==> src/sv/macs_pkg.sv <==
// Package for the moving average crossover block.
// Holds register codes, reset values, relation and signal codes and the item flag type.
// No dependencies.
`timescale 1ns / 1ps

package macs_pkg;

  // Default sizing handed to the top level
  localparam int MAX_WINDOW_DEF   = 256;
  localparam int SAMPLE_WIDTH_DEF = 32;

  // Configuration port
  localparam int CFG_W      = 9;
  localparam int CFG_AW     = 3;
  localparam int APB_DW     = 32;
  localparam logic [CFG_W-1:0] SHORT_LEN_RST = 9'd5;
  localparam logic [CFG_W-1:0] LONG_LEN_RST  = 9'd20;

  // Register index, taken from paddr bit 2
  localparam logic REG_SHORT_LEN = 1'b0;
  localparam logic REG_LONG_LEN  = 1'b1;

  // Depth of the queue between the front and the back
  localparam int QUEUE_DEPTH = 2;

  // Relation of the short mean to the long mean
  typedef enum logic [1:0] {
    REL_EQUAL = 2'd0,
    REL_ABOVE = 2'd1,
    REL_BELOW = 2'd2
  } rel_t;

  // Trade signal codes
  typedef enum logic [1:0] {
    SIG_HOLD = 2'd0,
    SIG_BUY  = 2'd1,
    SIG_SELL = 2'd2
  } sig_t;

  // Warm-up classification of one item
  typedef struct packed {
    logic eval;  // window full: compute a relation
    logic emit;  // one past full: a crossing may be reported
  } macs_flags_t;

endpackage

==> src/sv/macs_back.sv <==
// Back part of the crossover block: running sums, cross-multiplied compare and signal.
// Depends on macs_pkg.
`timescale 1ns / 1ps

module macs_back
  import macs_pkg::*;
#(
  parameter int MAX_WINDOW   = MAX_WINDOW_DEF,
  parameter int SAMPLE_WIDTH = SAMPLE_WIDTH_DEF,
  localparam int LEN_W       = $clog2(MAX_WINDOW + 1),
  localparam int ENTRY_W     = 3 * SAMPLE_WIDTH
) (
  input  logic               clk,
  input  logic               rst_n,
  input  logic               restart,
  input  logic [LEN_W-1:0]   s_len,
  input  logic [LEN_W-1:0]   l_len,
  input  logic               q_empty,
  input  logic [ENTRY_W-1:0] q_data,
  input  macs_flags_t        q_flags,
  output logic               q_pop,
  output logic               out_valid,
  input  logic               out_stall,
  output logic [1:0]         out_signal
);

  localparam int SUM_W  = SAMPLE_WIDTH + $clog2(MAX_WINDOW);
  localparam int PROD_W = SUM_W + LEN_W;

  logic                    adv;
  logic [SAMPLE_WIDTH-1:0] price, old_s, old_l;
  logic [SUM_W-1:0]        s_sum_r, s_sum_nxt, l_sum_r, l_sum_nxt;
  logic                    v1_r, v2_r, out_valid_r;
  macs_flags_t             flags1_r, flags2_r;
  logic [PROD_W-1:0]       prod_a_r, prod_b_r;
  rel_t                    rel, prev_rel_r, prev_rel_nxt;
  sig_t                    sig, out_signal_r;

  // Whole back pipeline moves unless the result register is stuck
  assign adv   = !out_valid_r || !out_stall;
  assign q_pop = adv && !q_empty;

  assign price = q_data[3*SAMPLE_WIDTH-1:2*SAMPLE_WIDTH];
  assign old_s = q_data[2*SAMPLE_WIDTH-1:SAMPLE_WIDTH];
  assign old_l = q_data[SAMPLE_WIDTH-1:0];

  // Running sums: add the newest sample, drop the leaving one
  always_comb begin
    s_sum_nxt = s_sum_r;
    l_sum_nxt = l_sum_r;
    if (restart) begin
      s_sum_nxt = '0;
      l_sum_nxt = '0;
    end else if (q_pop) begin
      s_sum_nxt = SUM_W'({1'b0, s_sum_r} + (SUM_W+1)'(price) - (SUM_W+1)'(old_s));
      l_sum_nxt = SUM_W'({1'b0, l_sum_r} + (SUM_W+1)'(price) - (SUM_W+1)'(old_l));
    end
  end

  // Compare short*long_len against long*short_len
  always_comb begin
    if (prod_a_r > prod_b_r) begin
      rel = REL_ABOVE;
    end else if (prod_a_r < prod_b_r) begin
      rel = REL_BELOW;
    end else begin
      rel = REL_EQUAL;
    end
  end

  // Report a crossing only after warm-up
  always_comb begin
    sig = SIG_HOLD;
    if (v2_r && flags2_r.emit) begin
      if (prev_rel_r != REL_ABOVE && rel == REL_ABOVE) begin
        sig = SIG_BUY;
      end else if (prev_rel_r != REL_BELOW && rel == REL_BELOW) begin
        sig = SIG_SELL;
      end
    end
  end

  always_comb begin
    prev_rel_nxt = prev_rel_r;
    if (restart) begin
      prev_rel_nxt = REL_EQUAL;
    end else if (adv && v2_r && flags2_r.eval) begin
      prev_rel_nxt = rel;
    end
  end

  // Control state
  always_ff @(posedge clk) begin
    if (!rst_n) begin
      s_sum_r     <= '0;
      l_sum_r     <= '0;
      prev_rel_r  <= REL_EQUAL;
      v1_r        <= 1'b0;
      v2_r        <= 1'b0;
      out_valid_r <= 1'b0;
    end else begin
      s_sum_r    <= s_sum_nxt;
      l_sum_r    <= l_sum_nxt;
      prev_rel_r <= prev_rel_nxt;
      if (adv) begin
        v1_r        <= !q_empty;
        v2_r        <= v1_r;
        out_valid_r <= v2_r;
      end
    end
  end

  // Stage payload: flags, products, result
  always_ff @(posedge clk) begin
    if (adv) begin
      flags1_r     <= q_flags;
      flags2_r     <= flags1_r;
      prod_a_r     <= PROD_W'(s_sum_r) * PROD_W'(l_len);
      prod_b_r     <= PROD_W'(l_sum_r) * PROD_W'(s_len);
      out_signal_r <= sig;
    end
  end

  assign out_valid  = out_valid_r;
  assign out_signal = out_signal_r;

  a_sums_hold: assert property (@(posedge clk) disable iff (!rst_n)
    (!q_pop && !restart) |=> ($stable(s_sum_r) && $stable(l_sum_r)))
    else $error("running sums moved without a transaction");

  a_stage_kept: assert property (@(posedge clk) disable iff (!rst_n)
    (v2_r && !adv) |=> v2_r)
    else $error("compare stage lost a transaction while stalled");

endmodule

==> config.mk <==
export PLATFORM = sky130hd
export DESIGN_NAME = macs_back
export DESIGN_NICKNAME = d
export VERILOG_FILES = /design/src/sv/macs_pkg.sv /design/src/sv/macs_back.sv
export SDC_FILE = /design/constraint.sdc
export NUM_CORES = 2
export LEC_CHECK = 0
export BUFFER_PORTS_ARGS = -buffer_cell sky130_fd_sc_hd__buf_2
export CORE_UTILIZATION = 55
export CTS_CLUSTER_SIZE = 14
export DETAILED_ROUTE_END_ITERATION = 8
export GPL_TIMING_DRIVEN = 0
export MAX_ROUTING_LAYER = met4
export PLACE_DENSITY = 0.73
export SETUP_SLACK_MARGIN = 0.4
export SLEW_MARGIN = 20
export SYNTH_ARGS = -nofsm -noshare
export SYNTH_HDL_FRONTEND = slang
export SYNTH_SLANG_ARGS = --single-unit
export TNS_END_PERCENT = 100
==> constraint.sdc <==
create_clock -name clk -period 8.2 [get_ports clk]
set_input_delay 2.46 -clock clk [delete_from_list [all_inputs] [get_ports clk]]
set_output_delay 2.46 -clock clk [all_outputs]
set_load 0.005 [all_outputs]
==> run metrics <==
Pint=0.00339 W; core region area=0.0648 sq mm; Leakage=20.0 nW; CP peak stage delay=about 0.54 ns; clock tree buffer depth=2; RSZ-0062 raised after global routing=yes; Critical Path Sink Type=register; Yosys Warn Count=0; hold depth=0; Clk pwr share=13.3%; MaxCap Viol Count=0; post-cts hold buffer count=0; synth-to-layout area growth=6.46%; CP required=8.43 ns; vias in the first global route=about 30000; global placer's final weighted congestion=approximately 0.96; Total GRT Usage=about a third; largest net degree at the start of global routing=106; clock latency on the worst-skew pair=roughly 0.5 ns; via/cell ratio=between 5 and 6; WP buf/inv=4; Overflow after GRT=0; Post-synth EDFFs=104; fraction of layout cells with a size suffix above 1=between 4 and 5%; IO buf count=106; switching pwr=between 0.003 and 0.004 W; status=completed; number of library cell types mapped by synthesis=77; Net Count, Synth=about 5200; fmax=129 MHz; Rows=93; DRT iter0 DRCs=roughly 1900; Reg-to-Reg End=prod_a_r[46]; Post-CTS Setup Repair Bufs=0; Die Y=approximately 260 um; final wirelength=between 100000 and 150000 um; slowest CP cell=clkbuf_1; Ports=around 130; Num CTS Buffers=17; crit start category=input port; HPWL Detailed=84800 um; count of state elements after synthesis=~190; # DRC=0; Inserted Diodes=0; Slew Limit Fails=0; first-pass GRT wire length=between 150000 and 200000 um; Worst Max-Slew Pin Slew=about 1.1 ns; slew margin rel.=27.8%; Pre-antenna DRT Iters=5; final core occ=between 50% and 60%; crit path from=s_len[1]; Final Hold Fails=0; dpl ws=-0.481 ns; Cell Area, Synth=roughly 0.036 sq mm; Crit Path Max Fanout=10; Mapped Cells=4248; Reg clk slew, reported paths=~0.08 ns; synthesized area per cell=roughly 8.5 sq um; Seq pwr share=21.1%; Worst Setup Path Type=input port to register; CTS tree=done; detailed-route via count=between 20000 and 30000; most frequent cells in the layout=931 x inv_1, 598 x fa_1, 457 x nand2_1, 445 x and2_1, 267 x ha_1; Antenna Nets Post-Route=0; hold_sp=flags1_r[1]; fraction of registers with async set/reset=0%; register area share after synthesis=13.3%; min Tclk post-route=~8 ns; VDD IR max=between 0.1 and 0.15 mV; setup ws final=between 0.4 and 0.5 ns; CP Cell Sequence=clkbuf_1 -> nand2_1 -> fa_1 -> inv_1 -> fa_1 -> ha_1 -> inv_1 -> fa_1 -> inv_1 -> ha_1 -> a211oi_1 -> nor2_1 -> o31ai_1 -> a2111oi_4 -> o21ai_1 -> o31a_1 -> o21ai_1 -> a311oi_1 -> o21ai_1 -> xor2_1; worst min-delay path endpoint=flags2_r[1]; Root Buffer=clkbuf_16; post-DR wirelength/cell=19.3 um; # nets final=roughly 5400; Worst R2R Path Depth=19; area of the multi-input gates=roughly 0.027 sq mm; htree depth=4; Setup violations, final=0; R2R setup slack=roughly 1.9 ns; Layout fillers=roughly 5800; period utilization=between 90 and 100%; width of the die=259 um; clk sinks=~190; Worst EP arrival=~8.0 ns; Net Sw Frac=between 40 and 50%; Gate power share=between 60 and 70%; die area=around 0.067 sq mm; Clock Skew=~0.014 ns; Top FF cell, synth=edfxtp_1; initial antenna violation count=0; Initial Util=between 50% and 60%; FF-to-FF Start=s_sum_r[13]; Hold Path Class=register to register; pwr/cell area=171 mW/mm^2; commonest non-fill, non-tap cell in the layout=inv_1; flip-flop and latch area=0.00482 sq mm; delay-heaviest family, CP=compound AO/OA/AOI/OAI gates
==> how the worst max path moves through the flow <==
stage | end | slack (ns) | depth (start not counted)
after floorplan | prod_b_r[46] | 0.64 | 20
after global placement | prod_a_r[44] | -0.81 | 20
after detailed placement | prod_a_r[44] | -0.48 | 20
after CTS | prod_a_r[46] | 0.40 | 18
after global routing | prod_b_r[47] | 0.28 | 20
final | prod_b_r[47] | 0.43 | 20
==> power groups by stage <==
stage	combinational, W	sequential (W)	clock [W]
floorplan	0.00308	0.00138	0
global placement	0.00416	0.00141	0
detailed placement	0.00425	0.00142	0
CTS	0.00429	0.00140	0.000885
global route	0.00487	0.00142	0.000919
finish	0.00433	0.00139	0.000876
==> registers in the layout, summed over array words and instances (netlist names) <==
name	cells
v2_r	1
s_sum_r	40
out_signal	2
flags2_r	2
l_sum_r	40
flags1_r	2
prev_rel_r	2
prod_b_r	49
out_valid	1
prod_a_r	49
v1_r	1
==> cells in the mapped netlist, types with 15 or more instances <==
cell / number / area share, %
o21ai_0: 110 / 1.5
xor2_1: 43 / 1.0
nor3_1: 21 / 0.29
a31oi_1: 17 / 0.29
a21o_1: 134 / 2.8
nor2b_1: 25 / 0.43
nand4_1: 43 / 0.74
and2_1: 445 / 7.7
edfxtp_1: 104 / 8.6
clkbuf_1: 212 / 2.2
a21oi_1: 221 / 3.0
xnor2_1: 91 / 2.2
inv_1: 931 / 9.6
ha_1: 267 / 9.2
fa_1: 598 / 33
nand3_1: 48 / 0.66
o21ai_1: 15 / 0.21
nand2_1: 458 / 4.7
dfxtp_1: 85 / 4.7
nor2_1: 104 / 1.1
o21a_1: 24 / 0.50
and3_1: 21 / 0.36
o21bai_1: 23 / 0.48
nand2b_1: 23 / 0.40
a211oi_1: 19 / 0.39
==> layout make-up <==
cell class              instances  share of cell area (%)
clock buffers                  17                    1.10
multi-input cells            2906                    70.4
flip-flops and latches        189                    12.5
inverters                     932                    9.06
clock inverters                15                   0.437
well taps                     855                    2.77
repair buffers                107                    1.45
plain buffers                 221                    2.28
==> through the flow <==
stage	TNS [ns]	power [W]	hold WS, ns	instances	instance area (sq um)
after global routing	0	0.00721	0.453	5242	38600
final	0	0.00660	0.431	5242	38600
after global placement	-1.52	0.00557	0.410	5209	37900
after detailed placement	-1.71	0.00567	0.419	5210	37900
after floorplan	0	0.00446	0.400	4248	36300
after CTS	0	0.00657	0.438	5242	38500
==> per-layer routing <==
| layer | up-vias | share of wire (%) | wire (um) | GRT usage [%] |
|---|---|---|---|---|
| li1 | 13400 | - | - | - |
| met1 | 14000 | 42 | 42600 | 42.0 |
| met2 | 1130 | 45 | 46100 | 50.5 |
| met3 | 158 | 8.8 | 8940 | 7.04 |
| met4 | 0 | 3.7 | 3780 | 12.0 |
| met5 | - | 0 | 0 | - |
==> what timing repair did <==
item | in CTS | in global routing
gates resized for setup | 14 | 62
cloned | 0 | 0
endpoints found under the setup margin | 6 | 16
pin swaps | 1 | 0
==> worst register-to-register path: stages, from the launching register on <==
cell	delay, ns
dfxtp_1	0.33
clkbuf_1	0.51
nand2_1	0.17
fa_1	0.57
inv_1	0.07
fa_1	0.49
fa_1	0.55
inv_1	0.05
fa_1	0.50
inv_1	0.05
ha_1	0.35
a21o_1	0.22
a21o_1	0.18
a21oi_1	0.22
o2111a_1	0.32
a31oi_2	0.19
a311o_1	0.36
a31oi_1	0.39
o41ai_1	0.13
xnor2_1	0.41
==> logic make-up (layout without fill, tap and decap cells) <==
family	after synthesis	after routing	synth area share, %
adder cells (fa/ha/maj)	865	865	42.2
buffers and inverters	1153	1292	11.9
XOR/XNOR	134	134	3.24
AO/OA/AOI/OAI	665	665	11.8
multiplexers	4	4	0.110
AND/OR/NAND/NOR	1238	1238	17.4
flip-flops	189	189	13.3
Note: power is estimated with default switching activity, not from simulation.
