[src/sv/macs_pkg.sv]
// Package for the moving average crossover block.
// Holds register codes, reset values, relation and signal codes and the item flag type.
// No dependencies.
`timescale 1ns / 1ps

package macs_pkg;

  // Default sizing handed to the top level
  localparam int MAX_WINDOW_DEF   = 256;
  localparam int SAMPLE_WIDTH_DEF = 32;

  // Configuration port
  localparam int CFG_W      = 9;
  localparam int CFG_AW     = 3;
  localparam int APB_DW     = 32;
  localparam logic [CFG_W-1:0] SHORT_LEN_RST = 9'd5;
  localparam logic [CFG_W-1:0] LONG_LEN_RST  = 9'd20;

  // Register index, taken from paddr bit 2
  localparam logic REG_SHORT_LEN = 1'b0;
  localparam logic REG_LONG_LEN  = 1'b1;

  // Depth of the queue between the front and the back
  localparam int QUEUE_DEPTH = 2;

  // Relation of the short mean to the long mean
  typedef enum logic [1:0] {
    REL_EQUAL = 2'd0,
    REL_ABOVE = 2'd1,
    REL_BELOW = 2'd2
  } rel_t;

  // Trade signal codes
  typedef enum logic [1:0] {
    SIG_HOLD = 2'd0,
    SIG_BUY  = 2'd1,
    SIG_SELL = 2'd2
  } sig_t;

  // Warm-up classification of one item
  typedef struct packed {
    logic eval;  // window full: compute a relation
    logic emit;  // one past full: a crossing may be reported
  } macs_flags_t;

endpackage

[src/sv/macs_queue.sv]
// Short queue between the front and back parts of the crossover block.
// Depends on macs_pkg.
`timescale 1ns / 1ps

module macs_queue
  import macs_pkg::*;
#(
  parameter int WIDTH = 96
) (
  input  logic             clk,
  input  logic             rst_n,
  input  logic             push,
  input  logic [WIDTH-1:0] push_data,
  input  macs_flags_t      push_flags,
  output logic             full,
  input  logic             pop,
  output logic             empty,
  output logic [WIDTH-1:0] head_data,
  output macs_flags_t      head_flags
);

  localparam int PW = (QUEUE_DEPTH > 1) ? $clog2(QUEUE_DEPTH) : 1;
  localparam int CW = $clog2(QUEUE_DEPTH + 1);

  logic [WIDTH-1:0] data_r  [QUEUE_DEPTH];
  macs_flags_t      flags_r [QUEUE_DEPTH];
  logic [PW-1:0]    wr_r, wr_nxt, rd_r, rd_nxt;
  logic [CW-1:0]    cnt_r, cnt_nxt;

  assign full       = cnt_r == CW'(QUEUE_DEPTH);
  assign empty      = cnt_r == '0;
  assign head_data  = data_r[rd_r];
  assign head_flags = flags_r[rd_r];

  // Advance pointers and count
  always_comb begin
    wr_nxt  = wr_r;
    rd_nxt  = rd_r;
    cnt_nxt = cnt_r;
    if (push) begin
      wr_nxt = (wr_r == PW'(QUEUE_DEPTH - 1)) ? '0 : wr_r + PW'(1);
    end
    if (pop) begin
      rd_nxt = (rd_r == PW'(QUEUE_DEPTH - 1)) ? '0 : rd_r + PW'(1);
    end
    if (push && !pop) begin
      cnt_nxt = cnt_r + CW'(1);
    end else if (pop && !push) begin
      cnt_nxt = cnt_r - CW'(1);
    end
  end

  always_ff @(posedge clk) begin
    if (!rst_n) begin
      wr_r  <= '0;
      rd_r  <= '0;
      cnt_r <= '0;
    end else begin
      wr_r  <= wr_nxt;
      rd_r  <= rd_nxt;
      cnt_r <= cnt_nxt;
    end
  end

  // Store entries
  always_ff @(posedge clk) begin
    if (push) begin
      data_r[wr_r]  <= push_data;
      flags_r[wr_r] <= push_flags;
    end
  end

  a_no_overflow: assert property (@(posedge clk) disable iff (!rst_n)
    !(push && full))
    else $error("queue push while full");

  a_no_underflow: assert property (@(posedge clk) disable iff (!rst_n)
    !(pop && empty))
    else $error("queue pop while empty");

endmodule

[config.mk]
export PLATFORM = sky130hd
export DESIGN_NAME = macs_queue
export DESIGN_NICKNAME = d
export VERILOG_FILES = /design/src/sv/macs_pkg.sv /design/src/sv/macs_queue.sv
export SDC_FILE = /design/constraint.sdc
export NUM_CORES = 1
export LEC_CHECK = 0
export BUFFER_PORTS_ARGS = -buffer_cell sky130_fd_sc_hd__buf_2
export CELL_PAD_IN_SITES_DETAIL_PLACEMENT = 1
export CELL_PAD_IN_SITES_GLOBAL_PLACEMENT = 1
export CORE_MARGIN = 2
export CORE_UTILIZATION = 45
export CTS_CLUSTER_SIZE = 30
export DETAILED_ROUTE_END_ITERATION = 8
export GPL_TIMING_DRIVEN = 0
export PLACE_DENSITY_LB_ADDON = 0.1
export SYNTH_ARGS = -nofsm -noshare
export SYNTH_HDL_FRONTEND = slang
export SYNTH_SLANG_ARGS = --single-unit
[constraint.sdc]
create_clock -name clk -period 12.6 [get_ports clk]
set_input_delay 0 -clock clk [delete_from_list [all_inputs] [get_ports clk]]
set_output_delay 0 -clock clk [all_outputs]
set_load 0.05 [all_outputs]
==> run metrics, run 1 <==
drt first pass iters 4; CTS H-tree depth 1; Max-Cap Viols 0; number of antenna violations at the first check in global routing 0; Final ANT Viol Nets 0; share of layout cells above drive strength 1 50.8%; overall routed net length 16300 um; Gate Count Post-Synth 327; full die area 17400 um^2; Final Hold Fails 0; DR vias/cell 4.75; Placer Congestion 0.675; crit path max fanout 10; unrepaired setup endpoints after global routing no; outcome completed; Iter 0 DRT Violations 212; Final Net Count 759; CP required 12600 ps; Setup TNS Final 0 ps; clk root buf clkbuf_16; Post-Syn Area 7360 um^2; clk sink count 201; CP Class flop to output pin; maximum clock path buffer count 3; detailed-route DRC error count 0; Core Region 15900 um^2; top cells by area, synth edfxtp_1 80%, mux2_2 12%, mux2_4 4.1%; placement-stage worst setup slack 10850 ps; vias 4194; row cnt 46; Lkg Pwr 3.98 nW; f_max 541 MHz; area leader, netlist edfxtp_1; Worst slew margin 54.2%; Max Slew Vio Count 0; die width 132 um; Remaining Overflow, GRT 0; DPL Wire Length 9980 um; largest net degree at the start of global routing 56; IO Count 202; clock slew at reported path FFs 60 ps; number of global-route vias before repair 4677; syn_nets 430; final cycle utilization of the critical path 14.7%; fin util 64.7%; HP Class input pin to flop; quantity of I/O buffers inserted on ports 201; first-pass GRT wire length 25800 um; area delta synth->final 40.2%; synthesized area per cell 22.5 um^2; ant diodes 0; Tightest Pin Transition 686 ps; clock latency at the later pin of the worst-skew pair 480 ps; fin crit period 1850 ps; total setup buffers inserted after CTS 0; setup ws final 10750 ps; PD cells 156 nW/um^2; top cell type's share of synthesized area 80.0%; TritonCTS Buffers 21; post-synthesis cell type count 17; Critical Path AT 1850 ps; CTS tree built; Clock Skew 10.4 ps; Avg WL per Cell 18.4 um; Initial Util 46.2%; Critical Path Source Type flop; Final Setup Violations 0; Worst setup EP type output pin; Die Ht 132 um; All-Layer GR Usage 18.9%; Seq/Total Area, Yosys 81.3%; post-synthesis sequential element count 201; number of synthesis warnings 0; Worst VDD drop 0.000128 V
## power breakdown
| group | internal, W | switching (W) | total [W] |
|---|---|---|---|
| logic | 0.000100 | 0.000190 | 0.000290 |
| clock network | 0.000302 | 0.000234 | 0.000536 |
| registers | 0.000773 | 0.00000882 | 0.000781 |
| total | 0.00117 | 0.000432 | 0.00161 |
## worst max-delay path, stage by stage (launching register included)
cell and delay (ps):
dfxtp_1 320, buf_6 140, buf_6 160, buf_6 200, mux2_4 320, buf_2 220
## cell usage after synthesis
cell      count
a21boi_1      1
and2_1        4
buf_2         7
buf_6         4
dfxtp_1       5
edfxtp_1    196
ha_1          1
inv_1         1
mux2_2       78
mux2_4       20
nor2_1        1
nor2b_1       3
o21a_1        1
o21ai_0       1
or3_1         1
xnor2_1       1
xor2_1        2
## flip-flops by register name, summed over array words and instances, names as in the netlist, named ones only
name     flops
data_r     192
rd_r         1
cnt_r        2
flags_r      4
wr_r         1
## cells in the final DEF (no fill, tap or decap), types with 2 or more instances in the layout
cell	netlist	final
xor2_1	2	2
dfxtp_1	5	5
clkbuf_16	0	21
dlygate4sd3_1	0	101
buf_6	4	4
buf_12	0	3
nor2b_1	3	2
clkbuf_1	0	4
mux2_4	20	20
buf_2	7	208
clkinv_1	0	7
edfxtp_1	196	196
clkinv_2	0	2
mux2_2	78	78
and2_1	4	3
## final cells by class
class                   instances  area [um^2]
repair buffers                306         2100
fillers                      1444         5620
clock buffers                  25          541
well taps                     216          270
clock inverters                 9         36.3
plain buffers                  11         80.1
multi-input cells             114         1300
inverters                       1         3.75
flip-flops and latches        201         5990
## layer usage
metal	up-vias	track usage, %	share of wire, %
li1	1950	-	-
met1	2084	22.6	39
met2	144	34.6	53
met3	16	4.38	6.2
met4	0	4.53	1.4
met5	-	0	0
## worst paths after layout
path                 start            end  slack [ps]  depth (start not counted)
setup / recovery      flop  head_data[67]       10750                          5
hold / removal        push       cnt_r[1]          50                          4
setup reg to reg      wr_r           wr_r       10900                          3
hold reg to reg   cnt_r[1]       cnt_r[1]         530                          2
## cells by family after synthesis
| group | Yosys count | synth area share (%) |
|---|---|---|
| DFF | 201 | 81.3 |
| AOI/OAI and AO/OA | 3 | 0.272 |
| and+or+nand+nor | 9 | 0.731 |
| adders and majority gates | 1 | 0.170 |
| muxes | 98 | 16.0 |
| xor gates and xnor gates | 3 | 0.357 |
| buffers and inverters | 12 | 1.14 |
## through the flow
step                area [um^2]  instances  total power (W)  hold slack (ps)
floorplan                  7360        327         0.000992             98.9
global placement           8640        744          0.00106              187
detailed placement         8730        748          0.00106              192
CTS                       10300        883          0.00163             25.1
global route              10300        883          0.00166             79.1
finish                    10300        883          0.00161             49.3
## timing repair
action / CTS / global route
resized for setup: 0 / 0
hold endpoints to repair: 201 / 0
hold buffers: 101 / 0
(Power assumes the default switching activity.)
==> inputs of run 2 (changes only) <==
ABC_AREA = 1   (was default)
CORE_UTILIZATION = 44   (was 45)
clock period = 1.75 ns   (was 12.6 ns; I/O delays follow)
==> run 2 against run 1 <==
The flow now finishes with violations (negative setup slack). Sequential power increased to 7.2 times the previous value. Worst setup slack got worse by 11000 ps. Clock power increased to 8.9 times the previous value. Final cell count increased by 3.7%. First-iteration DRC count decreased by 32%. Sequential cell count unchanged. Sequential share of layout area decreased by 4.0 points. Critical path depth decreased by 1. Worst hold slack improved by 170 ps. Total power increased to 7.8 times the previous value. Register-to-register slack got worse by 11000 ps. Wire length increased by 13%. Highest routed layer unchanged.
==> run metrics, run 2 <==
outcome finished with violations; violated checks negative setup slack; setup ws final -4.13 ps (-10760 ps); Core Region 16500 um^2 (+3.3%); Tightest Pin Transition 282 ps (-404 ps); Avg WL per Cell 20.0 um (+8.5%); Worst setup EP type output pin; HP Class input pin to flop; IO Count 202 (unchanged); hold endpoint data_r[0][61]; number of global-route vias before repair 5008 (+7.1%); unrepaired setup endpoints after global routing yes; ant diodes 0 (unchanged); fin crit period 1750 ps; area delta synth->final 50.5%; Logic pwr share 17.1% (-0.9 points); Final Hold Fails 0 (unchanged); R2R setup slack 320 ps (-10580 ps); worst r2r dst wr_r; Power Internal 0.00941 W (+700%); PD cells 1130 nW/um^2 (+630%); top cell type's share of synthesized area 79.8% (-0.12 points); top flop regs data_r: 192 flops, flags_r: 4 flops, cnt_r: 2 flops; clock power share 38.0% (+4.7 points); Critical Path Source Type flop; Hold Crit Start push_data[61]; Clock Skew 14.8 ps (+4.34 ps); full die area 17800 um^2 (+2.4%); DPL Wire Length 9910 um (-0.71%); GR Util met3 5.10% (+0.72 points); top cells by area, synth edfxtp_1 80%, mux2_2 12%, mux2_4 4.1%; r2r startpoint wr_r; hold slack 221 ps (+172 ps); detailed-route DRC error count 0 (unchanged); clock latency at the later pin of the worst-skew pair 500 ps (+20 ps); share of layout cells above drive strength 1 51.9% (+1.0 points); Remaining Overflow, GRT 0 (unchanged); switching power 0.00316 W (+630%); drt first pass iters 4 (unchanged); Setup TNS Final -7.39 ps (-7.39 ps); Hold Path Depth 2 (-2); Iter 0 DRT Violations 144 (-32%); R2R depth 5 (+2); Final Net Count 783 (+3.2%); post-synthesis cell type count 14 (-3); row cnt 47 (+2.2%); Lkg Pwr 4.33 nW (+9.0%); CP Class flop to output pin; die width 133 um (+1.2%); clk sink count 201 (unchanged); vias 4344 (+3.6%); asr flop ratio synth 0% (unchanged); largest net degree at the start of global routing 32 (-43%); Max-Cap Viols 0 (unchanged); top-count cell post-synth edfxtp_1; Critical Path AT 1750 ps (-100 ps); max FFs per register 192 (unchanged); crit path max fanout 10 (unchanged); Seq pwr share 44.9% (-3.7 points); grt met2 use 38.5% (+3.9 points); first-pass GRT wire length 27600 um (+6.7%); Max Slew Vio Count 0 (unchanged); final cycle utilization of the critical path 100%; f_max 570 MHz; quantity of I/O buffers inserted on ports 201 (unchanged); Worst VDD drop 0.000878 V (+590%); post-synthesis sequential element count 201 (unchanged); Commonest cells post-synth 196 x edfxtp_1, 78 x mux2_2, 20 x mux2_4, 9 x nor2_1; Worst slew margin 81.2% (+27 points); clock slew at reported path FFs 60 ps (about the same); Post-synth EDFFs 196 (unchanged); CTS H-tree depth 1 (unchanged); Placer Congestion 0.687 (+1.9%); synthesized area per cell 21.7 um^2 (-3.7%); commonest non-fill, non-tap cells in the layout 196 x edfxtp_1, 126 x buf_2, 102 x dlygate4sd3_1, 75 x mux2_2, 51 x buf_4; Final Setup Violations 3 (+3); number of synthesis warnings 0 (unchanged); All-Layer GR Usage 20.2% (+1.2 points); maximum clock path buffer count 3 (unchanged); TritonCTS Buffers 22 (+4.8%); clk root buf clkbuf_16; GRT Max-Usage Layer met2; syn_nets 443 (+3.0%); GR Util met1 21.6% (-1.0 points); Pwr Total 0.0126 W (+680%); main flop type after synthesis edfxtp_1; Biggest register data_r; Final ANT Viol Nets 0 (unchanged); number of antenna violations at the first check in global routing 0 (unchanged); area leader, netlist edfxtp_1; Seq/Total Area, Yosys 81.2% (-0.12 points); Die Ht 133 um (+1.2%); CTS tree built; Sw Ratio 25.1% (-1.8 points); Gate Count Post-Synth 340 (+4.0%); Initial Util 44.8% (-1.4 points); most common cell after layout, fill and taps aside edfxtp_1; Post-Syn Area 7370 um^2 (+0.15%); CP required 1750 ps (-10850 ps); DR vias/cell 4.74 (-0.15%); overall routed net length 18300 um (+13%); fillers 1456 (+0.83%)
run 2: changes by cell type after synthesis, moves of 2 or more:
cell     delta
nor2b_1     -3
nand2_1     +8
and2_1      -4
inv_1       +7
xor2_1      -2
nor2_1      +8
run 2: cells by family (layout without fill, tap and decap cells):
group | count (synthesis) | in the layout | share of synthesized area (%)
AOI/OAI and AO/OA | 2 | 2 | 0.136
DFF | 201 | 201 | 81.2
muxes | 98 | 98 | 16.0
and+or+nand+nor | 19 | 19 | 1.02
buffers and inverters | 19 | 375 | 1.49
adders and majority gates | 1 | 1 | 0.170
run 2: layout make-up:
cell class,instances,area [um^2],area share (%)
Buffer,11,165,1.49
Clock buffer,26,587,5.29
Clock inverter,14,166,1.50
Inverter,8,33.8,0.305
Multi-Input combinational cell,120,1300,11.7
Sequential cell,201,5990,54.0
Tap cell,220,275,2.48
Timing Repair Buffer,316,2570,23.2
run 2: what timing repair did:
action                                  4_1_cts  5_1_grt
hold endpoints to repair                    201        0
hold buffers                                103        0
gates resized for setup                     111       34
gates cloned                                  2        2
buffers inserted                              0        2
endpoints found under the setup margin       90      186
pin swaps                                     0        1
run 2: per-layer routing:
| layer | up-vias | part of all wire [%] |
|---|---|---|
| li1 | 2012 | - |
| met1 | 2153 | 36 |
| met2 | 146 | 56 |
| met3 | 33 | 6.0 |
| met4 | 0 | 2.5 |
| met5 | - | 0 |
run 2: per-stage QoR:
stage / setup WS, ps / instances / util (%) / area, um^2
final: -4.13 / 916 / 67.4 / 11100
after global routing: -58.4 / 916 / 67.4 / 11100
after floorplan: -482 / 340 / - / 7390
after detailed placement: 79.3 / 767 / 53.5 / 8800
after CTS: -25.0 / 912 / 66.5 / 11000
after global placement: -1400 / 761 / 52.6 / 8670
run 2: worst max-delay path, cell delays in order, from the launching register on:
cell	delay (ps)
dfxtp_2	350
buf_4	180
buf_6	170
mux2_2	360
buf_4	200
run 2: worst max path at each step:
stage               slack, ps  cells after the start       endpoint  from
floorplan                -480                      2   data_r[1][0]  wr_r
global placement        -1400                      2  data_r[1][59]  wr_r
detailed placement         80                      4  data_r[1][65]  wr_r
CTS                       -20                      4  head_data[51]  flop
global route              -60                      4  head_data[31]  flop
finish                     -4                      4  head_data[31]  flop
run 2: power groups by stage:
| stage | registers [W] | clock network [W] | logic [W] |
|---|---|---|---|
| 2_1_floorplan | 0.00572 | 0 | 0.00123 |
| 3_3_place_gp | 0.00574 | 0 | 0.00164 |
| 3_5_place_dp | 0.00574 | 0 | 0.00171 |
| 4_1_cts | 0.00564 | 0.00487 | 0.00208 |
| 5_1_grt | 0.00567 | 0.00505 | 0.00225 |
| 6_report | 0.00564 | 0.00478 | 0.00215 |
==> inputs of run 3 (changes only) <==
CORE_UTILIZATION = 45   (was 44)
CTS_BUF_LIST = sky130_fd_sc_hd__clkbuf_2 sky130_fd_sc_hd__clkbuf_4 sky130_fd_sc_hd__clkbuf_8   (was default)
HOLD_SLACK_MARGIN = 0.12   (was default)
==> run 3 against run 2 <==
Final cell count grew 1.9%. Worst hold slack got worse by 2.0 ps. Worst setup slack got worse by 16 ps. Clock skew rose by 2.7 ps. Critical path depth rose by 1. The flow still finishes with violations (negative setup slack).
==> run metrics, run 3 (synthesis results as in run 2) <==
R2R setup slack 160 ps (-160 ps); fin crit period 1770 ps (+16.4 ps); cell area after layout 11000 um^2 (-0.68%); Final Hold Fails 0 (unchanged); violated checks negative setup slack; number of antenna violations at the first check in global routing 0 (unchanged); clock slew at reported path FFs 60 ps (about the same); unrepaired setup endpoints after global routing yes; ant diodes 0 (unchanged); clk sink count 201 (unchanged); Worst VDD drop 0.000724 V (-18%); area delta synth->final 49.5%; CP max-delay cell dfxtp_4; Setup TNS Final -205 ps (-198 ps); Worst setup EP type output pin; Critical Path AT 1770 ps (+20 ps); Placer Congestion 0.738 (+7.3%); Post-Layout Cell Count 933 (+1.9%); vias 4492 (+3.4%); CTS tree built; crit path max fanout 10 (unchanged); family with the most delay on the worst path buffers and inverters; outcome finished with violations; detailed-route DRC error count 0 (unchanged); largest net degree at the start of global routing 35 (+9.4%); placed cells 763 (-0.52%); drt first pass iters 6 (+2); clock latency at the later pin of the worst-skew pair 510 ps (about the same); max incr delay on CP 380 ps (+20 ps); CP endpoint head_data[56]; r2r startpoint wr_r; Die Ht 132 um (-1.1%); Initial Util 46.2% (+1.5 points); CP Buf/Inv Count 4 (+1); clk root buf clkbuf_8; final cycle utilization of the critical path 101% (+0.94 points); fillers 1412 (-3.0%); CP required 1750 ps (about the same); Critical Path Source Type flop; Remaining Overflow, GRT 0 (unchanged); setup ws final -20.5 ps (-16.4 ps); Critical Path Stages 5 (+1); register area 5990 um^2 (unchanged); full die area 17400 um^2 (-2.2%); number of global-route vias before repair 5190 (+3.6%); Max-Cap Viols 0 (unchanged); maximum clock path buffer count 3 (unchanged); Core Region 15900 um^2 (-3.2%); Max Slew Vio Count 0 (unchanged); f_max 565 MHz (-0.92%); multi-input logic area 1290 um^2 (-0.96%); max FFs per register 192 (unchanged); Clock Skew 17.5 ps (+2.70 ps); Final ANT Viol Nets 0 (unchanged); CP Class flop to output pin; DR vias/cell 4.81 (+1.5%); Biggest register data_r; Cell Chain, Critical Path buf_8 > buf_12 > buf_12 > mux2_4 > buf_6; commonest non-fill, non-tap cells in the layout 196 x edfxtp_1, 103 x dlygate4sd3_1, 103 x buf_2, 77 x mux2_2, 65 x buf_4; share of layout cells above drive strength 1 52.9% (+0.99 points); Final Net Count 794 (+1.4%); most common cell after layout, fill and taps aside edfxtp_1; die width 132 um (-1.1%); Iter 0 DRT Violations 193 (+34%); Final Setup Violations 19 (+16); placement-stage worst setup slack 99.4 ps (+20.1 ps); IO Count 202 (unchanged); Worst slew margin 71.3% (-9.8 points); CTS H-tree depth 2 (+1); top flop regs data_r: 192 flops, flags_r: 4 flops, cnt_r: 2 flops; quantity of I/O buffers inserted on ports 201 (unchanged); first-pass GRT wire length 29800 um (+8.3%); overall routed net length 19300 um (+5.6%); Avg WL per Cell 20.7 um (+3.7%); All-Layer GR Usage 22.7% (+2.5 points); R2R depth 4 (-1); cell mode on critical path buf_12; placed cell areas 8780 um^2 (-0.23%); DPL Wire Length 10700 um (+7.9%); worst r2r dst data_r[1][74]; Lkg Pwr 4.29 nW (-1.1%); PD cells 1080 nW/um^2 (-4.4%); TritonCTS Buffers 35 (+59%); Tightest Pin Transition 429 ps (+147 ps); HP Class input pin to flop; row cnt 46 (-2.1%)
==> run 3: cell count changes in the layout (fill, tap and decap cells not counted), sizes merged <==
cell,change
clkbuf,+22
bufbuf,-1
clkinv,+1
buf,+3
dlygate4sd3,+1
dlymetal6s4s,-1
bufinv,-4
==> run 3: area by class of cell <==
class,instances,share of cell area (%)
inverters,8,0.307
repair buffers,314,23.6
well taps,216,2.45
clock buffers,52,5.64
flip-flops and latches,201,54.4
plain buffers,11,1.57
multi-input cells,120,11.7
clock inverters,11,0.397
==> run 3: per-stage QoR <==
step	hold WS, ps	total power, W	utilization [%]
after floorplan	98.9	0.00696	-
after global placement	187	0.00737	54.3
after detailed placement	191	0.00745	55.1
after CTS	189	0.0119	68.6
after global routing	200	0.0124	69.1
final	219	0.0119	69.1
==> run 3: power breakdown <==
group	internal (W)	total [W]	switching (W)
Clock	0.00227	0.00411	0.00184
Sequential	0.00557	0.00565	0.0000762
Combinational	0.000881	0.00218	0.00130
==> run 3: worst min-delay path by stage <==
stage,startpoint,endpoint,cells past startpoint
after global routing,push_data[19],data_r[0][19],2
final,push_data[0],data_r[1][0],2
after global placement,push_data[19],data_r[1][19],1
after detailed placement,push_data[9],data_r[1][9],1
after floorplan,push_data[0],data_r[0][0],0
after CTS,push_data[18],data_r[1][18],2
==> run 3: layer usage <==
metal / global-route usage, % / routed length, um
met5: 0 / 0
met4: 7.79 / 412
met3: 7.11 / 1220
met2: 42.8 / 10700
met1: 23.7 / 6990
==> run 3: timing repair <==
item,4_1_cts,5_1_grt
hold buffers,103,0
endpoints found under the hold margin,217,0
setup buffers,0,2
gates cloned,2,0
setup endpoints to repair,95,125
pin swaps,0,1
resized for setup,150,21
==> run 3: worst register-to-register path, stage by stage (launching register included) <==
cell        delay (ps)
dfxtp_2            340
nand2_2            100
clkinvlp_4         370
buf_12             320
buf_12             180
